File: src/tcw_pkg.sv
// Shared types and constants for the text console writer.
// Depends on nothing; every other file of the block imports it.
package tcw_pkg;

    localparam int DEF_COLUMNS = 80;
    localparam int DEF_ROWS    = 25;

    localparam int INDEX_W = 11;  // cell_index width
    localparam int POS_W   = 11;  // cursor_position width

    localparam logic [7:0] CHAR_NEWLINE = 8'd10;
    localparam logic [7:0] CHAR_TAB     = 8'd9;
    localparam logic [7:0] CHAR_BLANK   = 8'h20;
    localparam logic [7:0] ATTR_RESET   = 8'h07;
    localparam int         TAB_STEP     = 4;

    typedef enum logic [1:0] {
        CMD_PUT   = 2'd0,
        CMD_CLEAR = 2'd1,
        CMD_READ  = 2'd2,
        CMD_NONE  = 2'd3
    } command_t;

    typedef struct packed {
        logic [1:0]         command;
        logic [7:0]         char_code;
        logic [INDEX_W-1:0] cell_index;
    } tcw_in_t;

    typedef struct packed {
        logic [POS_W-1:0] cursor_position;
        logic [7:0]       cell_char;
        logic [7:0]       cell_attribute;
    } tcw_out_t;

    typedef enum logic [2:0] {
        ST_INIT,
        ST_IDLE,
        ST_EXEC,
        ST_COPY,
        ST_DRAIN,
        ST_BLANK,
        ST_CLEAR,
        ST_DONE
    } ctrl_state_t;

    // Controller to datapath
    typedef struct packed {
        logic capture;
        logic put_step;
        logic rd_issue;
        logic copy_step;
        logic blank_step;
        logic blank_reset_attr;
        logic sweep_zero;
        logic sweep_lastrow;
        logic home;
        logic load_out;
    } tcw_cmd_t;

    // Datapath to controller
    typedef struct packed {
        command_t op;
        logic     put_scroll;
        logic     sweep_last;
        logic     copy_last;
    } tcw_stat_t;

endpackage

File: src/tcw_ctrl.sv
// Controller of the text console writer: sequences commands, scroll and clear sweeps.
// Depends on tcw_pkg; drives tcw_datapath through tcw_cmd_t.
module tcw_ctrl (
    input  logic               aclk,
    input  logic               aresetn,
    input  logic               s_valid,
    output logic               s_ready,
    output logic               m_valid,
    input  logic               m_ready,
    input  tcw_pkg::tcw_stat_t stat,
    output tcw_pkg::tcw_cmd_t  cmd
);
    import tcw_pkg::*;

    ctrl_state_t state_reg, state_next;
    logic        m_valid_reg;
    logic        out_free;

    assign out_free = !m_valid_reg || m_ready;

    always_comb begin
        state_next = state_reg;
        unique case (state_reg)
            ST_INIT: begin
                if (stat.sweep_last) state_next = ST_IDLE;
            end
            ST_IDLE: begin
                if (s_valid) state_next = ST_EXEC;
            end
            ST_EXEC: begin
                unique case (stat.op)
                    CMD_PUT:   state_next = stat.put_scroll ? ST_COPY : ST_DONE;
                    CMD_CLEAR: state_next = ST_CLEAR;
                    default:   state_next = ST_DONE;
                endcase
            end
            ST_COPY: begin
                if (stat.copy_last) state_next = ST_DRAIN;
            end
            ST_DRAIN: state_next = ST_BLANK;
            ST_BLANK, ST_CLEAR: begin
                if (stat.sweep_last) state_next = ST_DONE;
            end
            ST_DONE: begin
                if (out_free) state_next = ST_IDLE;
            end
            default: state_next = ST_INIT;
        endcase
    end

    always_comb begin
        cmd     = '0;
        s_ready = 1'b0;
        unique case (state_reg)
            ST_INIT: begin
                cmd.blank_step       = 1'b1;
                cmd.blank_reset_attr = 1'b1;
            end
            ST_IDLE: begin
                s_ready     = 1'b1;
                cmd.capture = s_valid;
            end
            ST_EXEC: begin
                unique case (stat.op)
                    CMD_PUT: begin
                        cmd.put_step   = 1'b1;
                        cmd.sweep_zero = stat.put_scroll;
                    end
                    CMD_CLEAR: begin
                        cmd.home       = 1'b1;
                        cmd.sweep_zero = 1'b1;
                    end
                    CMD_READ: cmd.rd_issue = 1'b1;
                    default: ;
                endcase
            end
            ST_COPY:  cmd.copy_step     = 1'b1;
            ST_DRAIN: cmd.sweep_lastrow = 1'b1;
            ST_BLANK, ST_CLEAR: cmd.blank_step = 1'b1;
            ST_DONE:  cmd.load_out      = out_free;
            default: ;
        endcase
    end

    always_ff @(posedge aclk) begin
        if (!aresetn) begin
            state_reg   <= ST_INIT;
            m_valid_reg <= 1'b0;
        end else begin
            state_reg <= state_next;
            if (cmd.load_out) begin
                m_valid_reg <= 1'b1;
            end else if (m_ready) begin
                m_valid_reg <= 1'b0;
            end
        end
    end

    assign m_valid = m_valid_reg;

    // A held result is never overwritten before it is taken
    a_no_overwrite: assert property (@(posedge aclk) disable iff (!aresetn)
        cmd.load_out |-> (!m_valid_reg || m_ready))
        else $error("result register overwritten while held");

    // One item at a time: no second transfer right after an accepted one
    a_one_in_flight: assert property (@(posedge aclk) disable iff (!aresetn)
        (s_valid && s_ready) |=> !s_ready)
        else $error("input accepted while an item is in flight");

    // A put that runs off the bottom row always scrolls
    a_scroll_entry: assert property (@(posedge aclk) disable iff (!aresetn)
        (cmd.put_step && stat.put_scroll) |=> (state_reg == ST_COPY))
        else $error("bottom-row wrap did not start a scroll");

    // Store write-back of a scroll never collides with a blanking write
    a_wb_blank: assert property (@(posedge aclk) disable iff (!aresetn)
        $past(cmd.copy_step) |-> !cmd.blank_step)
        else $error("scroll write-back collides with blank write");

endmodule

File: config.mk
export PLATFORM = sky130hd
export DESIGN_NAME = tcw_ctrl
export DESIGN_NICKNAME = d
export VERILOG_FILES = /design/src/tcw_pkg.sv /design/src/tcw_ctrl.sv
export SDC_FILE = /design/constraint.sdc
export NUM_CORES = 1
export LEC_CHECK = 0
export ABC_AREA = 0
export BUFFER_PORTS_ARGS = -buffer_cell sky130_fd_sc_hd__buf_2
export CAP_MARGIN = 20
export CELL_PAD_IN_SITES_DETAIL_PLACEMENT = 1
export CELL_PAD_IN_SITES_GLOBAL_PLACEMENT = 1
export CORE_AREA = 2 2 39 41
export DETAILED_ROUTE_END_ITERATION = 6
export DIE_AREA = 0 0 41 43
export MAX_ROUTING_LAYER = met4
export PLACE_DENSITY = 0.8
export SYNTH_ARGS = -nofsm -noshare
export SYNTH_HDL_FRONTEND = slang
export SYNTH_SLANG_ARGS = --single-unit
export TNS_END_PERCENT = 5
File: constraint.sdc
create_clock -name aclk -period 3.4 [get_ports aclk]
set_input_delay 0.34 -clock aclk [delete_from_list [all_inputs] [get_ports aclk]]
set_output_delay 0.34 -clock aclk [all_outputs]
set_load 0.05 [all_outputs]
==> run summary <==
Die width: 41 um
Die area: 1760 um2
Worst slew margin: 75.8%
H-tree levels: 1
Layout area overhead: 33.3%
Clock slew at reported path FFs: 0.04 ns
Final Cycle Share: 61.1%
Clock Skew: 0.00501 ns
Finished Core Util: 34.4%
Antenna Cells: 0
CP cell instances: inv_1, or3_1, nor2_1, and2_1, buf_2
Buf+Inv Stages, Crit Path: 2
FF/Latch Area: 80.1 um2
Count of different cell masters after synthesis: 27
Vias in the first global route: 349
Critical Path Fanout Max: 9
Register area share after synthesis: 22.5%
Dpl hpwl: 708 um
Outcome: finished, final reports clean
Top Family by Delay on Critical Path: simple AND/OR/NAND/NOR gates
CTS max path bufs: 2
Final Hold Vio Count: 0
YS warnings: 0
Mapped Cells: 45
I/O pin count: 21
Ratio of cells with drive above 1 in the final layout: 40.0%
CTS resizes: 0
Multi-input gate area: 241 um2
Area of the core: 1380 um2
Max FFs per register: 3
Rows: 14
Yosys reg bits: 4
PwrDens: 1010 nW/um2
Max_cap viols: 0
Grt total ovfl: 0
Most common cell after layout, fill and taps aside: buf_2
Final WL: 863 um
Clock sink count: 4
Nets: 76
Syn Area/Cell: 7.92 um2
Maximum vdd ir drop: 0.000322 V
Worst hold path type: in -> reg
# hold bufs at CTS: 0
CP Capture Type: output pin
Max incr delay on CP: 0.49 ns
Worst-Margin Slew: 0.363 ns
Drt pass-1 iters: 4
Syn nets: 54
Critical path arrival: 1.74 ns
Most frequent cells in the layout: buf_2, nor2_1, dfxtp_1
Post-CTS setup buffers: 0
Via count: 380
Critical path's slowest cell: dfxtp_1
Final TNS setup: 0 ns
Leak: 0.239 nW
Final Slew Violations: 0
Mapped Area: 357 um2
Critical Path RT: 3.06 ns
First-pass GRT wire length: 1.35 mm
Initial DRC count: 7
Setup violations, final: 0
Initial core utilization: 25.8%
Die height: 43 um
CP startpoint kind: register
Antenna violations before repair: 0
Clk root buf: clkbuf_4
Clock insertion delay at the later pin of the skew report: 0.23 ns
Vias per inst: 4.69
WL/cell: 10.7 um
Fmax: 481 MHz
RSZ-0062 raised after global routing: no
Largest net degree at the start of global routing: 12
Final ANT Viol Nets: 0
GRT Total Usage: 11.5%
Tmin final: 2.08 ns
CTS tree: yes
Fillers: 184
DRC Markers: 0
Num CTS Buffers: 3
CP Class: reg -> out
Global placer's final weighted congestion: 0.739
Input/output buffers: 20
Setup slack, reg-to-reg: 1.93 ns
-- synthesized netlist by cell type --
library cell | instances | area (um2)
dfxtp_1 | 4 | 80.1
nor2_1 | 4 | 15.0
inv_1 | 3 | 11.3
mux2i_1 | 3 | 30.0
nand2b_1 | 3 | 18.8
nand3_1 | 3 | 15.0
nor3_1 | 3 | 15.0
and2_1 | 2 | 12.5
nand2_1 | 2 | 7.51
a21bo_4 | 1 | 16.3
a21boi_0 | 1 | 7.51
a21boi_2 | 1 | 11.3
a21o_1 | 1 | 7.51
a21oi_1 | 1 | 5.00
a31oi_1 | 1 | 6.26
buf_2 | 1 | 5.00
buf_4 | 1 | 7.51
buf_6 | 1 | 11.3
mux2_4 | 1 | 15.0
nor2b_1 | 1 | 6.26
nor4b_1 | 1 | 8.76
o21a_1 | 1 | 7.51
o21ai_0 | 1 | 5.00
o21bai_1 | 1 | 7.51
o22a_1 | 1 | 8.76
or3_1 | 1 | 6.26
xor2_1 | 1 | 8.76
-- power breakdown --
group          internal, mW  switching, mW  total [mW]
Clock                0.0395         0.0193      0.0588
Sequential           0.0617         0.0359      0.0976
Combinational         0.103          0.222       0.324
Total                 0.204          0.277       0.481
-- cell families (layout without fill, tap and decap cells) --
family	count (synthesis)	after routing	synth area share, %
and+or+nand+nor	20	20	29.5
AOI/OAI and AO/OA	10	10	23.2
buffers and inverters	6	26	9.82
muxes	4	4	12.6
DFF	4	4	22.5
xor gates and xnor gates	1	1	2.46
-- worst paths after layout --
check                                  from  cells past startpoint                        end
setup / recovery  state_reg[1]$_SDFFE_PN0P_                      5                     cmd[1]
hold / removal                      aresetn                      2  state_reg[1]$_SDFFE_PN0P_
setup reg to reg  state_reg[1]$_SDFFE_PN0P_                      4  state_reg[0]$_SDFFE_PN0P_
hold reg to reg        m_valid$_SDFFE_PN0P_                      2       m_valid$_SDFFE_PN0P_
-- per-stage QoR --
step | instances | hold WS, ns | power, mW | worst slack [ns] | cell area [um2]
floorplan | 45 | 0.489 | 0.376 | 1.15 | 357
global placement | 78 | 0.533 | 0.419 | 1.60 | 453
detailed placement | 78 | 0.538 | 0.425 | 1.57 | 453
CTS | 81 | 0.404 | 0.489 | 1.31 | 475
global route | 81 | 0.433 | 0.517 | 1.17 | 475
finish | 81 | 0.409 | 0.481 | 1.32 | 475
-- layer usage --
layer	vias to the layer above	part of all wire, %	track usage, %
met5	-	0	-
met4	0	0.93	6.00
met3	2	3.4	3.14
met2	8	51	16.9
met1	175	45	13.8
li1	195	-	-
-- area by class of cell --
class                      instances  share of cell area, %
multi-input combinational         35                   50.8
timing repair buffer              20                   21.1
sequential                         4                   16.8
clock buffer                       3                   4.74
tap                               16                   4.21
inverter                           3                   2.37
Note: power is estimated with default switching activity, not from simulation.
